==> config.mk <==
export PLATFORM = sky130hd
export DESIGN_NAME = task_table_scheduler_unit
export DESIGN_NICKNAME = d
export VERILOG_FILES = /design/src/hw/rtl/tts_pkg.sv /design/src/hw/rtl/tts_ctrl.sv /design/src/hw/rtl/tts_dpath.sv /design/src/hw/rtl/task_table_scheduler_unit.sv
export SDC_FILE = /design/constraint.sdc
export NUM_CORES = 1
export LEC_CHECK = 0
export BUFFER_PORTS_ARGS = -buffer_cell sky130_fd_sc_hd__buf_2
export CORE_UTILIZATION = 31
export DETAILED_ROUTE_END_ITERATION = 8
export GPL_TIMING_DRIVEN = 0
export SLEW_MARGIN = 10
export SYNTH_ARGS = -nofsm -noshare
export SYNTH_HDL_FRONTEND = slang
export SYNTH_SLANG_ARGS = --single-unit
==> constraint.sdc <==
create_clock -name clk -period 8.1 [get_ports clk]
set_input_delay 0.405 -clock clk [delete_from_list [all_inputs] [get_ports clk]]
set_output_delay 0.405 -clock clk [all_outputs]
set_load 0.05 [all_outputs]
==> src/hw/rtl/tts_pkg.sv <==
package tts_pkg;

	localparam int NUM_TASKS_DEF  = 16;
	localparam int COUNT_BITS_DEF = 16;

	localparam int IDX_IN_W   = 4;
	localparam int PRIO_W     = 16;
	localparam int REM_W      = 16;
	localparam int LFSR_W     = 16;
	localparam int CFG_IDX_W  = 2;
	localparam int CFG_DATA_W = 16;
	localparam int S_TDATA_W  = 40;
	localparam int M_TDATA_W  = 8;

	localparam logic [LFSR_W-1:0] LFSR_TAPS     = 16'hB400;
	localparam logic [LFSR_W-1:0] LFSR_SEED_RST = 16'd44257;

	// command codes carried in tuser
	localparam logic CMD_WRITE = 1'b0;
	localparam logic CMD_TICK  = 1'b1;

	// configuration register indexes
	localparam logic [CFG_IDX_W-1:0] REG_SCHED_MODE  = 2'd0;
	localparam logic [CFG_IDX_W-1:0] REG_RANDOM_SEED = 2'd1;

	typedef enum logic [3:0] {
		ST_IDLE,
		ST_CHK_RD,
		ST_CHK,
		ST_SCAN_INIT,
		ST_SCAN,
		ST_SCAN_DRAIN,
		ST_DECIDE,
		ST_REFILL,
		ST_FINISH
	} tts_state_t;

	typedef struct packed {
		logic wr_entry;    // item is an entry write, store it now
		logic tick_start;  // item is a tick
		logic rd_cur;      // read the current task's counter
		logic mark_sched;  // this tick reschedules
		logic scan_init;
		logic scan_issue;
		logic refill_init;
		logic refill_step;
		logic commit;      // load the result register
	} tts_cmd_t;

	typedef struct packed {
		logic need_sched;
		logic issue_last;
		logic found;
		logic refilled;
	} tts_sts_t;

	function automatic logic [LFSR_W-1:0] lfsr_next(input logic [LFSR_W-1:0] v);
		logic [LFSR_W-1:0] s;
		s = v >> 1;
		if (v[0]) begin
			s = s ^ LFSR_TAPS;
		end
		return s;
	endfunction

endpackage

==> src/hw/rtl/tts_ctrl.sv <==
module tts_ctrl (
	input  logic              clk,
	input  logic              arst_n,
	input  logic              in_valid,
	input  logic              in_command,
	output logic              in_ready,
	output logic              out_valid,
	input  logic              out_ready,
	input  tts_pkg::tts_sts_t sts,
	output tts_pkg::tts_cmd_t cmd
);
	import tts_pkg::*;

	tts_state_t state_q, state_d;
	logic       out_valid_q;
	logic       accept;
	logic       slot_free;

	assign in_ready  = (state_q == ST_IDLE);
	assign accept    = in_valid && in_ready;
	assign slot_free = !out_valid_q || out_ready;
	assign out_valid = out_valid_q;

	always_comb begin
		state_d = state_q;
		case (state_q)
			ST_IDLE: begin
				if (accept) begin
					state_d = (in_command == CMD_TICK) ? ST_CHK_RD : ST_FINISH;
				end
			end
			ST_CHK_RD:     state_d = ST_CHK;
			ST_CHK:        state_d = sts.need_sched ? ST_SCAN_INIT : ST_FINISH;
			ST_SCAN_INIT:  state_d = ST_SCAN;
			ST_SCAN: begin
				if (sts.issue_last) begin
					state_d = ST_SCAN_DRAIN;
				end
			end
			ST_SCAN_DRAIN: state_d = ST_DECIDE;
			ST_DECIDE: begin
				state_d = (sts.found || sts.refilled) ? ST_FINISH : ST_REFILL;
			end
			ST_REFILL: begin
				if (sts.issue_last) begin
					state_d = ST_SCAN_INIT;
				end
			end
			ST_FINISH: begin
				if (slot_free) begin
					state_d = ST_IDLE;
				end
			end
			default:       state_d = ST_IDLE;
		endcase
	end

	always_comb begin
		cmd = '0;
		case (state_q)
			ST_IDLE: begin
				cmd.wr_entry   = accept && (in_command == CMD_WRITE);
				cmd.tick_start = accept && (in_command == CMD_TICK);
			end
			ST_CHK_RD:    cmd.rd_cur      = 1'b1;
			ST_CHK:       cmd.mark_sched  = sts.need_sched;
			ST_SCAN_INIT: cmd.scan_init   = 1'b1;
			ST_SCAN:      cmd.scan_issue  = 1'b1;
			ST_DECIDE:    cmd.refill_init = !(sts.found || sts.refilled);
			ST_REFILL:    cmd.refill_step = 1'b1;
			ST_FINISH:    cmd.commit      = slot_free;
			default:      cmd = '0;
		endcase
	end

	always_ff @(posedge clk or negedge arst_n) begin
		if (!arst_n) begin
			state_q     <= ST_IDLE;
			out_valid_q <= 1'b0;
		end else begin
			state_q <= state_d;
			if (cmd.commit) begin
				out_valid_q <= 1'b1;
			end else if (out_ready) begin
				out_valid_q <= 1'b0;
			end
		end
	end

	// a second refill would mean the decide step lost track of the first one
	a_one_refill: assert property (@(posedge clk) disable iff (!arst_n)
		(state_q == ST_DECIDE && sts.refilled) |=> (state_q == ST_FINISH))
		else $error("second refill pass started in one tick");

	// result is never loaded over an item that was not taken
	a_no_overwrite: assert property (@(posedge clk) disable iff (!arst_n)
		(out_valid_q && !out_ready) |=> out_valid_q)
		else $error("pending result dropped");

	// scan and refill only run inside a tick that reschedules
	a_scan_in_tick: assert property (@(posedge clk) disable iff (!arst_n)
		(state_q == ST_CHK && !sts.need_sched) |=> (state_q == ST_FINISH))
		else $error("scan started although current task still has time");

endmodule

==> src/hw/rtl/tts_dpath.sv <==
module tts_dpath #(
	parameter int NUM_TASKS  = tts_pkg::NUM_TASKS_DEF,
	parameter int COUNT_BITS = tts_pkg::COUNT_BITS_DEF
) (
	input  logic                          clk,
	input  logic                          arst_n,
	input  tts_pkg::tts_cmd_t             cmd,
	output tts_pkg::tts_sts_t             sts,
	input  logic [tts_pkg::IDX_IN_W-1:0]  task_index,
	input  logic                          runnable,
	input  logic [tts_pkg::REM_W-1:0]     remaining,
	input  logic [tts_pkg::PRIO_W-1:0]    prio,
	input  logic                          cfg_we,
	input  logic [tts_pkg::CFG_IDX_W-1:0] cfg_index,
	input  logic [tts_pkg::CFG_DATA_W-1:0] cfg_data,
	output logic [tts_pkg::IDX_IN_W-1:0]  current_index,
	output logic                          switched,
	output logic                          refilled,
	output logic                          none_ready
);
	import tts_pkg::*;

	localparam int IDX_W = (NUM_TASKS > 1) ? $clog2(NUM_TASKS) : 1;

	// table memories, valid bits stand in for the reset value of zero
	logic [COUNT_BITS-1:0] cnt_mem [NUM_TASKS];
	logic [PRIO_W-1:0]     pri_mem [NUM_TASKS];
	logic                  run_mem [NUM_TASKS];
	logic [NUM_TASKS-1:0]  cnt_vld_q;
	logic [NUM_TASKS-1:0]  rp_vld_q;

	logic                  mode_q;
	logic [LFSR_W-1:0]     lfsr_q;
	logic [LFSR_W-1:0]     lfsr_nxt;

	logic [IDX_W-1:0]      cur_q;
	logic [IDX_W-1:0]      idx_q;
	logic                  sched_q;
	logic                  refill_q;

	logic                  found_q;
	logic [IDX_W-1:0]      best_q;
	logic [COUNT_BITS-1:0] best_cnt_q;
	logic [PRIO_W-1:0]     best_pri_q;

	logic [IDX_W-1:0]      rd_addr;
	logic [COUNT_BITS-1:0] cnt_rd_s1;
	logic [PRIO_W-1:0]     pri_rd_s1;
	logic                  run_rd_s1;
	logic                  cvld_s1;
	logic                  rpvld_s1;
	logic                  vld_s1;
	logic [IDX_W-1:0]      idx_s1;

	logic [COUNT_BITS-1:0] c_eff;
	logic [PRIO_W-1:0]     p_eff;
	logic                  r_eff;
	logic                  qualifies;
	logic                  better;

	logic                  wr_in_range;
	logic [IDX_W-1:0]      wr_addr;
	logic                  cnt_we;
	logic [IDX_W-1:0]      cnt_wa;
	logic [COUNT_BITS-1:0] cnt_wd;

	logic [IDX_IN_W-1:0]   res_cur_q;
	logic                  res_sw_q;
	logic                  res_refill_q;
	logic                  res_none_q;
	logic                  take_best;

	assign wr_in_range = ({5'b0, task_index} < 9'(NUM_TASKS));
	assign wr_addr     = IDX_W'(task_index);
	assign lfsr_nxt    = lfsr_next(lfsr_q);

	assign cnt_we = (cmd.wr_entry && wr_in_range) || cmd.refill_step;
	assign cnt_wa = cmd.refill_step ? idx_q : wr_addr;
	assign cnt_wd = cmd.refill_step ? COUNT_BITS'(lfsr_nxt) : COUNT_BITS'(remaining);

	assign rd_addr = cmd.rd_cur ? cur_q : idx_q;

	always_ff @(posedge clk) begin
		if (cnt_we) begin
			cnt_mem[cnt_wa] <= cnt_wd;
		end
		if (cmd.wr_entry && wr_in_range) begin
			pri_mem[wr_addr] <= prio;
			run_mem[wr_addr] <= runnable;
		end
	end

	always_ff @(posedge clk) begin
		cnt_rd_s1 <= cnt_mem[rd_addr];
		pri_rd_s1 <= pri_mem[rd_addr];
		run_rd_s1 <= run_mem[rd_addr];
		cvld_s1   <= cnt_vld_q[rd_addr];
		rpvld_s1  <= rp_vld_q[rd_addr];
		idx_s1    <= rd_addr;
	end

	assign c_eff = cvld_s1 ? cnt_rd_s1 : '0;
	assign p_eff = rpvld_s1 ? pri_rd_s1 : '0;
	assign r_eff = rpvld_s1 && run_rd_s1;

	assign qualifies = r_eff && (c_eff != '0);

	always_comb begin
		if (!found_q) begin
			better = 1'b1;
		end else if (mode_q) begin
			better = (p_eff > best_pri_q) || ((p_eff == best_pri_q) && (c_eff < best_cnt_q));
		end else begin
			better = (c_eff < best_cnt_q);
		end
	end

	assign sts.need_sched = (cur_q == '0) || (c_eff == '0);
	assign sts.issue_last = (idx_q == IDX_W'(NUM_TASKS - 1));
	assign sts.found      = found_q;
	assign sts.refilled   = refill_q;

	assign take_best = sched_q && found_q;

	always_ff @(posedge clk or negedge arst_n) begin
		if (!arst_n) begin
			cnt_vld_q  <= '0;
			rp_vld_q   <= '0;
			mode_q     <= 1'b0;
			lfsr_q     <= LFSR_SEED_RST;
			cur_q      <= '0;
			idx_q      <= '0;
			sched_q    <= 1'b0;
			refill_q   <= 1'b0;
			found_q    <= 1'b0;
			vld_s1     <= 1'b0;
		end else begin
			vld_s1 <= cmd.scan_issue;
			if (cnt_we) begin
				cnt_vld_q[cnt_wa] <= 1'b1;
			end
			if (cmd.wr_entry && wr_in_range) begin
				rp_vld_q[wr_addr] <= 1'b1;
			end
			if (cfg_we && cfg_index == REG_SCHED_MODE) begin
				mode_q <= cfg_data[0];
			end
			// zero seed would lock the LFSR, so it loads one instead
			if (cfg_we && cfg_index == REG_RANDOM_SEED) begin
				lfsr_q <= (cfg_data != '0) ? LFSR_W'(cfg_data) : LFSR_W'(1);
			end else if (cmd.refill_step) begin
				lfsr_q <= lfsr_nxt;
			end
			if (cmd.wr_entry || cmd.tick_start) begin
				sched_q  <= 1'b0;
				refill_q <= 1'b0;
			end
			if (cmd.mark_sched) begin
				sched_q <= 1'b1;
			end
			if (cmd.refill_init) begin
				refill_q <= 1'b1;
			end
			if (cmd.scan_init || cmd.refill_init) begin
				idx_q <= IDX_W'(1);
			end else if (cmd.scan_issue || cmd.refill_step) begin
				idx_q <= idx_q + IDX_W'(1);
			end
			if (cmd.scan_init) begin
				found_q <= 1'b0;
			end else if (vld_s1 && qualifies && better) begin
				found_q <= 1'b1;
			end
			if (cmd.commit && take_best) begin
				cur_q <= best_q;
			end
		end
	end

	always_ff @(posedge clk) begin
		if (vld_s1 && qualifies && better) begin
			best_q     <= idx_s1;
			best_cnt_q <= c_eff;
			best_pri_q <= p_eff;
		end
		if (cmd.commit) begin
			res_cur_q    <= take_best ? IDX_IN_W'(best_q) : IDX_IN_W'(cur_q);
			res_sw_q     <= take_best && (best_q != cur_q);
			res_refill_q <= refill_q;
			res_none_q   <= sched_q && !found_q;
		end
	end

	assign current_index = res_cur_q;
	assign switched      = res_sw_q;
	assign refilled      = res_refill_q;
	assign none_ready    = res_none_q;

	a_cur_in_table: assert property (@(posedge clk) disable iff (!arst_n)
		({1'b0, cur_q} < (IDX_W+1)'(NUM_TASKS)))
		else $error("current task outside the table");

	a_idle_never_best: assert property (@(posedge clk) disable iff (!arst_n)
		(cmd.commit && take_best) |-> (best_q != '0))
		else $error("idle task chosen");

	a_scan_skips_idle: assert property (@(posedge clk) disable iff (!arst_n)
		(cmd.scan_issue || cmd.refill_step) |-> (idx_q != '0))
		else $error("scan or refill touched the idle entry");

endmodule

==> src/hw/rtl/task_table_scheduler_unit.sv <==
// channel   | direction | handshake              | payload
// s_axis    | in        | s_axis_tvalid/tready   | tuser command, tdata entry fields
// m_axis    | out       | m_axis_tvalid/tready   | tdata index and flags
// cfg       | in        | cfg_valid/cfg_ready    | cfg_index, cfg_data
//
// A write item stores its entry and finishes. A tick whose current task still
// has time only reads that task's counter; a rescheduling tick scans the table
// through one memory read port, and scans it again after a refill.
// Reset clears the table through per-entry valid bits, no clearing pass.
// One item is in work at a time; a finished result waits in the output
// register while the next item is accepted.
module task_table_scheduler_unit #(
	parameter int NUM_TASKS  = tts_pkg::NUM_TASKS_DEF,
	parameter int COUNT_BITS = tts_pkg::COUNT_BITS_DEF
) (
	input  logic                           clk,
	input  logic                           arst_n,
	input  logic                           s_axis_tvalid,
	output logic                           s_axis_tready,
	// [3:0] task_index, [4] runnable, [20:5] remaining, [36:21] prio
	input  logic [tts_pkg::S_TDATA_W-1:0]  s_axis_tdata,
	// [0] command
	input  logic                           s_axis_tuser,
	output logic                           m_axis_tvalid,
	input  logic                           m_axis_tready,
	// [3:0] current_index, [4] switched, [5] refilled, [6] none_ready
	output logic [tts_pkg::M_TDATA_W-1:0]  m_axis_tdata,
	input  logic                           cfg_valid,
	output logic                           cfg_ready,
	input  logic [tts_pkg::CFG_IDX_W-1:0]  cfg_index,
	input  logic [tts_pkg::CFG_DATA_W-1:0] cfg_data
);
	import tts_pkg::*;

	tts_cmd_t            cmd;
	tts_sts_t            sts;
	logic [IDX_IN_W-1:0] current_index;
	logic                switched;
	logic                refilled;
	logic                none_ready;

	assign cfg_ready = 1'b1;

	tts_ctrl u_ctrl (
		.clk        (clk),
		.arst_n     (arst_n),
		.in_valid   (s_axis_tvalid),
		.in_command (s_axis_tuser),
		.in_ready   (s_axis_tready),
		.out_valid  (m_axis_tvalid),
		.out_ready  (m_axis_tready),
		.sts        (sts),
		.cmd        (cmd)
	);

	tts_dpath #(
		.NUM_TASKS  (NUM_TASKS),
		.COUNT_BITS (COUNT_BITS)
	) u_dpath (
		.clk           (clk),
		.arst_n        (arst_n),
		.cmd           (cmd),
		.sts           (sts),
		.task_index    (s_axis_tdata[3:0]),
		.runnable      (s_axis_tdata[4]),
		.remaining     (s_axis_tdata[20:5]),
		.prio          (s_axis_tdata[36:21]),
		.cfg_we        (cfg_valid && cfg_ready),
		.cfg_index     (cfg_index),
		.cfg_data      (cfg_data),
		.current_index (current_index),
		.switched      (switched),
		.refilled      (refilled),
		.none_ready    (none_ready)
	);

	assign m_axis_tdata = {1'b0, none_ready, refilled, switched, current_index};

endmodule

==> summary.txt, run 1 <==
Status
  • Status: finished clean

Setup path
  • Crit Reg-Reg Startpoint: u_ctrl.state_q[1]$_DFFE_PN0P_
  • Crit Path Max Fanout: 10
  • Crit start category: flop
  • Critical path's top delay family: simple AND/OR/NAND/NOR gates
  • Worst R2R Path Depth: 7
  • Crit path launch: u_ctrl.state_q[1]$_DFFE_PN0P_
  • CP max stage delay: 990 ps
  • Critical Path Sink Type: flop
  • Crit-path slowest cell: nor2_1
  • WP depth: 7
  • Worst path cell trace: nor4b_4 -> mux2i_2 -> inv_2 -> nor2_1 -> clkbuf_1 -> a22oi_1 -> nand2_1
  • R2R Setup Slk: 3740 ps
  • CP required: 8610 ps
  • Setup crit end: u_dpath.cnt_rd_s1[2]$_DFF_P_
  • Worst reg2reg path endpoint: u_dpath.cnt_rd_s1[2]$_DFF_P_
  • Worst Path Buf+Inv: 2
  • Crit Path Category: reg -> reg
  • CP arrival: 4870 ps

STA
  • RSZ-0062 raised after global routing: false
  • Min Clock Period, post-route: 4360 ps
  • Slew Limit Fails: 0
  • Fmax: 0.229 GHz
  • Worst Tran Pin Value: 1240 ps
  • Crit path setup slack, layout: 3740 ps
  • Layout Skew: 23.3 ps
  • Hold Vio Cnt, Final: 0
  • Final setup fails: 0
  • Worst slew margin: 17.1%
  • Setup TNS: 0 ps
  • Period utilization: 53.8%

Clock tree
  • Clock latency at the later pin of the worst-skew pair: 610 ps
  • Post-CTS Resized: 0
  • Hold-fix buffer count after cts: 1
  • Clock Tree Buf Depth: 3
  • TritonCTS clock tree: built
  • Total CTS buffers: 68
  • CTS sink cnt: 676
  • Clock-pin slew on the worst setup and hold paths: 60 ps
  • Setup bufs post-CTS: 0
  • CTS root buf: clkbuf_16
  • H-tree depth reported by CTS: 3

Die
  • Die Wd: 296 microns
  • Die area: 0.0874 sq mm
  • Starting Density: 31.4%
  • DIE HEIGHT: 296 microns
  • Core area: 0.0853 sq mm
  • Rows: 107
  • I/O pin count: 75

Synthesis
  • Sequential-to-total area share from yosys stat: 73.3%
  • EDFF count, synth: 571
  • Yosys top cell area share: 64.1%
  • Post-synth cell types: 67
  • Synth async-reset ratio: 9.76%
  • Syn_nets: 1910
  • Gate Count Post-Synth: 1814
  • Ys Warns: 0
  • Synthesized area: 0.0267 sq mm
  • Primary FF master, synth: edfxtp_1
  • Seq cells post-synth: 676
  • Avg Synthesized Cell Area: 14.7 sq um
  • Top cells by area, synth: edfxtp_1 (64%), dfrtp_1 (5.4%), nand2_1 (5.3%)
  • Dominant cell type by area after synthesis: edfxtp_1

Detailed routing
  • Per-cell routed wire length: 21.7 microns
  • Final Routed Wirelength: 68900 microns
  • Antenna-violating nets left: 0
  • Post-route DRC: 0
  • 1st-pass router iterations: 5
  • Via count: 15800
  • DRT iter0 DRCs: 1572
  • Vias per inst: 4.97

Power and ir drop
  • Total power: 10.3 mW
  • Pwr dens: 330 mW/mm^2
  • Switching Share: 32.6%
  • Int Pwr: 6.93 mW
  • Combinational share of power: 28.7%
  • Seq pwr share: 42.2%
  • Lkg Pwr: 11.1 nW
  • Switching power: 3.35 mW
  • Clock power share: 29.1%
  • Worst vdd ir: 0.000184 V

Finish
  • Commonest cells after routing, fill and taps aside: edfxtp_1 (571), nand2_1 (378), a21oi_1 (140)
  • Top Registers: u_dpath.cnt_mem (256), u_dpath.pri_mem (256)
  • Share of cells above drive strength 1: 19.4%
  • Fin cells: 3170
  • Most common cell after layout, fill and taps aside: edfxtp_1
  • Area Growth Syn to Fin: 16.5%
  • Fillers: 7982
  • Antenna Cells: 0
  • Final #Nets: 2073

Flow run
  • Max-Cap Viols: 0

Global route
  • Overall routing resource usage: 15.9%
  • First-pass GRT wire length: 102000 microns
  • Vias in the first global route: 16000
  • Grt total ovfl: 0
  • Largest net degree at the start of global routing: 50
  • Antenna violations before repair: 9

Worst hold path
  • Worst hold path class: in -> reg

Place
  • Placed insts: 3050
  • DP HPWL: 46700 microns
  • Post-Place Worst Slack: 3760 ps
  • # port buffers: 67
  • Final RePlAce weighted congestion: 0.861
-- layer usage --
layer | GRT usage, % | share of wire (%) | routed length (microns) | vias to the layer above
li1 | - | - | - | 7054
met1 | 21.0 | 41 | 28500 | 7961
met2 | 26.2 | 48 | 33400 | 611
met3 | 2.38 | 7.1 | 4930 | 130
met4 | 6.28 | 3.1 | 2130 | 8
met5 | 0 | 0.065 | 45 | -
-- cells in the mapped netlist (3+ instances only) --
cell        n
a211o_1     4
a21o_1      5
a21oi_1   140
a22oi_1    28
a31oi_1    28
a32o_1      4
a32oi_1     3
and2_1     31
and3_1      7
buf_1       5
buf_2      28
buf_4      12
buf_6       8
clkbuf_1   33
dfrtp_1    58
dfstp_2     8
dfxtp_1    39
edfxtp_1  571
ha_1       32
inv_1      34
mux2_2     10
mux2i_1    30
mux4_2     56
nand2_1   378
nand2b_1    9
nand3_1     8
nand3_2     3
nand3b_1    3
nand4_1     8
nor2_1     69
nor2b_1     8
nor3_1     11
nor3b_1     3
nor4_1     37
o21ai_0     5
o22ai_1    13
o31ai_1     4
or2_2      33
or4_1       4
xnor2_1     5
xor2_1      5
-- area by class of cell --
type                    instances  area, sq um  area share (%)
well taps                    1144         1430            4.60
repair buffers                 93          709            2.28
inverters                      37          141           0.454
clock inverters                29          234           0.751
plain buffers                  88          498            1.60
clock buffers                  90         1860            5.96
flip-flops and latches        676        19600            62.9
multi-input cells            1013         6690            21.5
-- worst min-delay path, stage by stage --
cell and delay, ps:
buf_2 110, nand2_1 50, o31ai_1 60
-- how the worst min path moves through the flow --
| stage | endpoint | depth (start not counted) | slack [ps] | from |
|---|---|---|---|---|
| after CTS | u_dpath.lfsr_q[13]$_DFFE_PN1P_ | 3 | 20 | cfg_data[13] |
| after detailed placement | u_dpath.mode_q$_DFFE_PN0P_ | 1 | 320 | arst_n |
| after global routing | u_dpath.lfsr_q[13]$_DFFE_PN1P_ | 3 | 60 | cfg_data[13] |
| after global placement | u_dpath.best_q[2]$_DFFE_PP_ | 0 | 390 | u_dpath.idx_s1[2]$_DFF_P_ |
| final | u_dpath.lfsr_q[13]$_DFFE_PN1P_ | 3 | 40 | cfg_data[13] |
| after floorplan | u_ctrl.out_valid$_DFFE_PN0P_ | 0 | 110 | arst_n |
-- power by group through the flow --
stage               clock [mW]  combinational, mW  sequential [mW]
floorplan                    0               1.91             4.34
global placement             0               2.87             4.40
detailed placement           0               2.96             4.41
CTS                       3.04               2.96             4.33
global route              3.16               3.18             4.37
finish                    2.99               2.95             4.34
-- metrics by stage --
step	hold WS [ps]	instance area [sq um]	util, %
after floorplan	109	26700	-
after global placement	387	28500	33.4
after detailed placement	315	29000	34.1
after CTS	18.1	31100	36.5
after global routing	56.5	31100	36.5
final	41.4	31100	36.5
-- logic make-up after synthesis --
| logic type | after synthesis | synth area share (%) |
|---|---|---|
| DFF | 676 | 73.3 |
| xor gates and xnor gates | 10 | 0.328 |
| other | 2 | 0.0281 |
| and+or+nand+nor | 621 | 10.5 |
| muxes | 99 | 6.45 |
| AOI/OAI and AO/OA | 249 | 5.58 |
| buffers and inverters | 125 | 2.39 |
| adders and majority gates | 32 | 1.50 |
No activity file was read; power rests on OpenSTA's default activity.
==> run 2: changes to the inputs <==
==> constraint.sdc (replaced) <==
create_clock -name clk -period 4.2 [get_ports clk]
set_input_delay 0.21 -clock clk [delete_from_list [all_inputs] [get_ports clk]]
set_output_delay 0.21 -clock clk [all_outputs]
set_load 0.05 [all_outputs]
==> run 2 against run 1 <==
Total power up 91%. Core utilization up 0.38 points. Setup slack worse by 3500 ps. Sequential power up 93%. Die area unchanged. Critical path type unchanged. Via count up 0.43%.
==> summary.txt, run 2 (synthesis results as in run 1) <==
Status
  • Status: finished clean

STA
  • Fmax: 0.251 GHz (+9.5%)
  • Worst slew margin: 25.5% (+8.4 points)
  • Worst Tran Pin Value: 1120 ps (-122 ps)
  • Period utilization: 94.8% (+41 points)
  • Slew Limit Fails: 0 (unchanged)
  • Layout Skew: 24.7 ps (+1.38 ps)
  • RSZ-0062 raised after global routing: false
  • Min Clock Period, post-route: 3980 ps (-380 ps)
  • Hold Vio Cnt, Final: 0 (unchanged)
  • Hold Slack: 133 ps (+91.4 ps)
  • Final setup fails: 0 (unchanged)

Place
  • Placed insts: 3051 (+0.033%)
  • # port buffers: 67 (unchanged)
  • Final RePlAce weighted congestion: 0.853 (-0.84%)
  • DP HPWL: 46600 microns (-0.21%)

Worst hold path
  • Worst hold path depth: 4 (+1)
  • Worst hold path class: in -> reg

Setup path
  • R2R Setup Slk: 220 ps (-3520 ps)
  • CP required: 4750 ps (-3860 ps)
  • Worst path cell trace: nor4b_4 -> mux2_2 -> buf_4 -> nor2_2 -> clkbuf_1 -> a22oi_1 -> nand2_1
  • Worst R2R Path Depth: 7 (unchanged)
  • Crit Path Max Fanout: 10 (unchanged)
  • Worst Path Buf+Inv: 2 (unchanged)
  • CP max stage delay: 890 ps (-100 ps)
  • Critical path's top delay family: simple AND/OR/NAND/NOR gates
  • Crit start category: flop
  • Crit-path slowest cell: clkbuf_1
  • Crit Path Category: reg -> reg
  • Critical Path Sink Type: flop
  • WP depth: 7 (unchanged)
  • CP arrival: 4530 ps (-340 ps)

Detailed routing
  • 1st-pass router iterations: 6 (+1)
  • Vias per inst: 4.94 (-0.70%)
  • Per-cell routed wire length: 21.5 microns (-1.1%)
  • Post-route DRC: 0 (unchanged)
  • DRT iter0 DRCs: 1670 (+6.2%)
  • Final Routed Wirelength: 68900 microns (about the same)
  • Via count: 15800 (+0.43%)
  • Antenna-violating nets left: 0 (unchanged)

Global route
  • Antenna violations before repair: 8 (-1)
  • Largest net degree at the start of global routing: 50 (unchanged)
  • First-pass GRT wire length: 102000 microns (+0.43%)
  • Overall routing resource usage: 15.8% (-0.055 points)
  • Grt total ovfl: 0 (unchanged)
  • Vias in the first global route: 16000 (+0.13%)

Finish
  • Fin cells: 3206 (+1.1%)
  • Share of cells above drive strength 1: 18.9% (-0.58 points)
  • Core Util, Final: 36.9% (+0.38 points)
  • Final #Nets: 2105 (+1.5%)
  • Antenna Cells: 0 (unchanged)
  • Top Registers: u_dpath.cnt_mem (256), u_dpath.pri_mem (256)
  • Commonest cells after routing, fill and taps aside: edfxtp_1 (571), nand2_1 (378), a21oi_1 (140)
  • Area Growth Syn to Fin: 17.7%
  • Most common cell after layout, fill and taps aside: edfxtp_1

Clock tree
  • Clock latency at the later pin of the worst-skew pair: 650 ps (+40 ps)
  • CTS sink cnt: 676 (unchanged)
  • CTS root buf: clkbuf_16
  • Clock Tree Buf Depth: 3 (unchanged)
  • Clock-pin slew on the worst setup and hold paths: 60 ps (about the same)
  • H-tree depth reported by CTS: 2 (-1)
  • TritonCTS clock tree: built
  • Total CTS buffers: 61 (-10%)

Die
  • Die Wd: 296 microns (unchanged)
  • Core area: 0.0853 sq mm (unchanged)
  • I/O pin count: 75 (unchanged)
  • Die area: 0.0874 sq mm (unchanged)
  • Rows: 107 (unchanged)
  • DIE HEIGHT: 296 microns (unchanged)
  • Starting Density: 31.4% (unchanged)

Power and ir drop
  • Lkg Pwr: 11.2 nW (+1.1%)
  • Pwr dens: 625 mW/mm^2 (+89%)
  • Total power: 19.7 mW (+91%)
  • Worst vdd ir: 0.000353 V (+92%)

Flow run
  • Max-Cap Viols: 0 (unchanged)
## run 2: cell types whose count changed in the layout (fill, tap and decap cells not counted), moves of 4 or more
cell,before,now
bufinv_16,3,7
clkbuf_16,69,61
buf_8,10,15
dlygate4sd3_1,1,39
## run 2: area by class of cell
cell class	count	area (sq um)
clock inverters	34	388
clock buffers	82	1630
repair buffers	132	1100
multi-input cells	1013	6690
fillers	7941	53800
well taps	1144	1430
plain buffers	88	499
flip-flops and latches	676	19600
inverters	37	141
## run 2: routing by layer
layer	GRT usage (%)	vias to the layer above	wire [microns]
li1	-	7127	-
met1	20.7	7968	28200
met2	27.3	606	34000
met3	2.14	126	4850
met4	4.57	4	1770
met5	0	-	31
## run 2: path summary, 6_finish.rpt
path | from | end
max | u_ctrl.state_q[1]$_DFFE_PN0P_ | u_dpath.cnt_rd_s1[7]$_DFF_P_
min | cfg_index[0] | u_dpath.lfsr_q[15]$_DFFE_PN1P_
max reg2reg | u_ctrl.state_q[1]$_DFFE_PN0P_ | u_dpath.cnt_rd_s1[7]$_DFF_P_
min reg2reg | u_dpath.idx_s1[0]$_DFF_P_ | u_dpath.best_q[0]$_DFFE_PP_
max in group asynchronous | arst_n | u_dpath.lfsr_q[8]$_DFFE_PN0P_
min in group asynchronous | arst_n | u_dpath.lfsr_q[10]$_DFFE_PN1P_
## run 2: what timing repair did
item	in CTS	in global routing
resized for setup	1	3
gates cloned	0	0
endpoints found under the hold margin	360	0
buffers inserted	0	0
hold buffers	39	0
endpoints found under the setup margin	8	1
## run 2: stage by stage
step           setup slack (ps)  cell area (sq um)  TNS (ps)
2_1_floorplan               184              26700         0
3_3_place_gp              -1330              28500    -93670
3_5_place_dp               -215              29100      -725
4_1_cts                    59.6              31500         0
5_1_grt                     178              31500         0
6_report                    219              31500         0
## run 2: worst reg2reg max path, cell delays in order, from the launching register on
cell	delay, ps
dfrtp_1	430
nor4b_4	590
mux2_2	490
buf_4	220
nor2_2	730
clkbuf_1	890
a22oi_1	300
nand2_1	240
## run 2: power breakdown
group / internal, mW / switching [mW] / total [mW]
Sequential: 8.05 / 0.330 / 8.38
Combinational: 2.04 / 3.63 / 5.67
Clock: 3.17 / 2.45 / 5.62
Total: 13.3 / 6.41 / 19.7
==> run 3: changes to the inputs <==
--- a/config.mk
+++ b/config.mk
@@ -6,10 +6,12 @@
 export NUM_CORES = 1
 export LEC_CHECK = 0
 export BUFFER_PORTS_ARGS = -buffer_cell sky130_fd_sc_hd__buf_2
-export CORE_UTILIZATION = 31
+export CORE_UTILIZATION = 62
 export DETAILED_ROUTE_END_ITERATION = 8
 export GPL_TIMING_DRIVEN = 0
+export PLACE_DENSITY = 0.79
 export SLEW_MARGIN = 10
 export SYNTH_ARGS = -nofsm -noshare
 export SYNTH_HDL_FRONTEND = slang
+export SYNTH_HIERARCHICAL = 1
 export SYNTH_SLANG_ARGS = --single-unit
==> run 3 against run 2 <==
First-iteration DRC count grew 41%. Sequential share of layout area down 0.47 points. Fmax up 5.9%. Synthesized cell count increased by 6.4%. Core utilization up 36 points. Global-route usage grew 14 points. Setup slack gained 220 ps. Count of clock-buffer cells in the layout grew 8. Largest power group unchanged. Highest routed layer unchanged.
==> summary.txt, run 3 <==
Detailed routing
  • Final Routed Wirelength: 65800 microns (-4.5%)
  • Per-cell routed wire length: 23.8 microns (+11%)
  • Antenna-violating nets left: 0 (unchanged)
  • 1st-pass router iterations: 6 (unchanged)
  • Vias per inst: 6.24 (+26%)
  • DRT iter0 DRCs: 2348 (+41%)
  • Via count: 17200 (+8.8%)
  • Post-route DRC: 0 (unchanged)

Finish
  • Most common cell after layout, fill and taps aside: edfxtp_1
  • Area Growth Syn to Fin: 14.8%
  • Share of cells above drive strength 1: 17.6% (-1.2 points)
  • Core Util, Final: 73.0% (+36 points)
  • Final #Nets: 2220 (+5.5%)
  • Top Registers: u_dpath/cnt_mem (256), u_dpath/pri_mem (256)
  • Fin area: 0.0317 sq mm (+0.76%)
  • Commonest cells after routing, fill and taps aside: edfxtp_1 (571), nand2_1 (318), nand3_1 (217)

Flow run
  • Max-Cap Viols: 0 (unchanged)

Power and ir drop
  • Combinational share of power: 31.5% (+2.7 points)
  • Pwr dens: 649 mW/mm^2 (+3.9%)
  • Seq pwr share: 40.3% (-2.3 points)
  • Switching power: 6.83 mW (+6.5%)
  • Total power: 20.6 mW (+4.6%)
  • Switching Share: 33.2% (+0.57 points)
  • Worst vdd ir: 0.000310 V (-12%)
  • Int Pwr: 13.8 mW (+3.8%)
  • Clock power share: 28.2% (-0.4 points)
  • Lkg Pwr: 11.5 nW (+2.8%)

Clock tree
  • Hold-fix buffer count after cts: 22 (-44%)
  • Clock latency at the later pin of the worst-skew pair: 590 ps (-60 ps)
  • CTS sink cnt: 676 (unchanged)
  • Clock-pin slew on the worst setup and hold paths: 60 ps (about the same)
  • Total CTS buffers: 66 (+8.2%)
  • CTS root buf: clkbuf_16
  • Clock Tree Buf Depth: 3 (unchanged)
  • TritonCTS clock tree: built
  • Post-CTS Resized: 0 (-1)
  • H-tree depth reported by CTS: 3 (+1)
  • Setup bufs post-CTS: 0 (unchanged)

Setup path
  • Critical Path Sink Type: flop
  • CP arrival: 4210 ps (-320 ps)
  • Worst reg2reg path endpoint: u_dpath/pri_rd_s1[6]$_DFF_P_
  • Worst R2R Path Depth: 11 (+4)
  • CP required: 4650 ps (-100 ps)
  • Crit Path Category: reg -> reg
  • R2R Setup Slk: 440 ps (+220 ps)
  • Crit Reg-Reg Startpoint: u_ctrl/state_q[2]$_DFFE_PN0P_
  • Setup crit end: u_dpath/pri_rd_s1[6]$_DFF_P_
  • Crit Path Max Fanout: 10 (unchanged)
  • Crit start category: flop
  • Crit path launch: u_ctrl/state_q[2]$_DFFE_PN0P_

Synthesis
  • Syn_nets: 2026 (+6.1%)
  • Dominant cell type by area after synthesis: edfxtp_1
  • Synthesized area: 0.0276 sq mm (+3.3%)
  • Commonest cells post-synth: edfxtp_1 (571), nand2_1 (318), nand3_1 (217), mux2i_1 (154), dfrtp_1 (58)
  • EDFF count, synth: 571 (unchanged)
  • Top cells by area, synth: edfxtp_1 (62%), mux2i_1 (5.6%), dfrtp_1 (5.3%)
  • Primary FF master, synth: edfxtp_1
  • Seq cells post-synth: 676 (unchanged)
  • Synth async-reset ratio: 9.76% (unchanged)
  • Ys Warns: 6 (+6)
  • Sequential-to-total area share from yosys stat: 70.9% (-2.3 points)
  • Top-count cell post-synth: edfxtp_1
  • Post-synth cell types: 62 (-7.5%)
  • Avg Synthesized Cell Area: 14.3 sq um (-3.0%)
  • Yosys top cell area share: 62.1% (-2.0 points)
  • Gate Count Post-Synth: 1930 (+6.4%)

Global route
  • Largest net degree at the start of global routing: 62 (+24%)
  • Vias in the first global route: 17500 (+9.4%)
  • Antenna violations before repair: 6 (-2)
  • Overall routing resource usage: 30.0% (+14 points)
  • Grt total ovfl: 0 (unchanged)
  • First-pass GRT wire length: 99700 microns (-2.4%)

Die
  • Die area: 0.0454 sq mm (-48%)
  • DIE HEIGHT: 213 microns (-28%)
  • Die Wd: 213 microns (-28%)
  • Core area: 0.0435 sq mm (-49%)
  • I/O pin count: 75 (unchanged)
  • Starting Density: 63.5% (+32 points)
  • Rows: 76 (-29%)

STA
  • Layout Skew: 17.7 ps (-7.04 ps)
  • Fmax: 0.266 GHz (+5.9%)
  • RSZ-0062 raised after global routing: false
  • Worst slew margin: 26.0% (+0.53 points)
  • Hold Vio Cnt, Final: 0 (unchanged)
  • Period utilization: 89.5% (-5.3 points)
  • Hold Slack: 17.3 ps (-116 ps)
  • Min Clock Period, post-route: 3760 ps (-222 ps)
  • Slew Limit Fails: 0 (unchanged)
  • Final setup fails: 0 (unchanged)
  • Worst Tran Pin Value: 1100 ps (-15.3 ps)

Place
  • Final RePlAce weighted congestion: 0.913 (+7.0%)
  • # port buffers: 67 (unchanged)
  • DP HPWL: 44100 microns (-5.3%)
  • Placed Instance Area: 0.0293 sq mm (+0.98%)

Worst hold path
  • Worst hold path class: in -> reg

Status
  • Status: finished clean
## run 3: power by group through the flow
stage	clock network (mW)	registers, mW	logic, mW
finish	5.80	8.30	6.48
CTS	5.84	8.29	6.36
floorplan	0	8.33	4.29
global route	6.10	8.35	6.90
global placement	0	8.39	6.01
detailed placement	0	8.42	6.26
## run 3: worst max-delay path: stages (launching register included)
cell	delay, ps
dfrtp_1	440
buf_2	220
nor4b_1	260
buf_4	220
o21a_1	230
buf_2	270
buf_1	690
inv_2	270
clkbuf_1	350
nand3_1	150
nand3_1	110
a31oi_1	390
## run 3: final cells by class
cell class / instances / area (sq um)
Multi-Input combinational cell: 1103 / 7390
Inverter: 43 / 163
Buffer: 108 / 579
Antenna cell: 3 / 7.51
Clock inverter: 28 / 213
Clock buffer: 90 / 1920
Timing Repair Buffer: 126 / 1110
Sequential cell: 676 / 19600
Fill cell: 2608 / 11800
Tap cell: 585 / 732
## run 3: stage by stage
step / worst slack, ps / instances / TNS, ps
6_report: 441 / 2762 / 0
3_3_place_gp: -793 / 2582 / -41800
2_1_floorplan: 403 / 1930 / 0
4_1_cts: 597 / 2759 / 0
5_1_grt: 285 / 2761 / 0
3_5_place_dp: 670 / 2619 / 0
## run 3: cells by family (layout without fill, tap and decap cells)
kind of cell             Yosys count  count (layout)  synth area share [%]
XOR/XNOR                          10              10                 0.317
AO/OA/AOI/OAI                    114             114                  2.64
flip-flops                       676             676                  70.9
adder cells (fa/ha/maj)           32              32                  1.45
AND/OR/NAND/NOR                  734             734                  12.6
multiplexers                     211             211                  9.38
buffers and inverters            151             395                  2.69
other                              2               5                0.0272
## run 3: layer usage
layer / routed length [microns] / vias to the layer above / global-route usage, %
li1: - / 7493 / -
met1: 24900 / 8418 / 40.5
met2: 31200 / 1114 / 47.9
met3: 7430 / 190 / 6.71
met4: 2250 / 8 / 11.9
met5: 44 / - / 0
## run 3: worst min-delay path by stage
stage,start,to,cells past startpoint
4_1_cts,s_axis_tdata[25],u_dpath/pri_mem[13][4]$_DFFE_PP_,1
5_1_grt,s_axis_tdata[30],u_dpath/pri_mem[1][9]$_DFFE_PP_,1
3_5_place_dp,arst_n,u_dpath/mode_q$_DFFE_PN0P_,1
6_report,s_axis_tdata[25],u_dpath/pri_mem[5][4]$_DFFE_PP_,1
2_1_floorplan,arst_n,u_ctrl/out_valid$_DFFE_PN0P_,0
3_3_place_gp,u_dpath/idx_s1[1]$_DFF_P_,u_dpath/best_q[1]$_DFFE_PP_,0
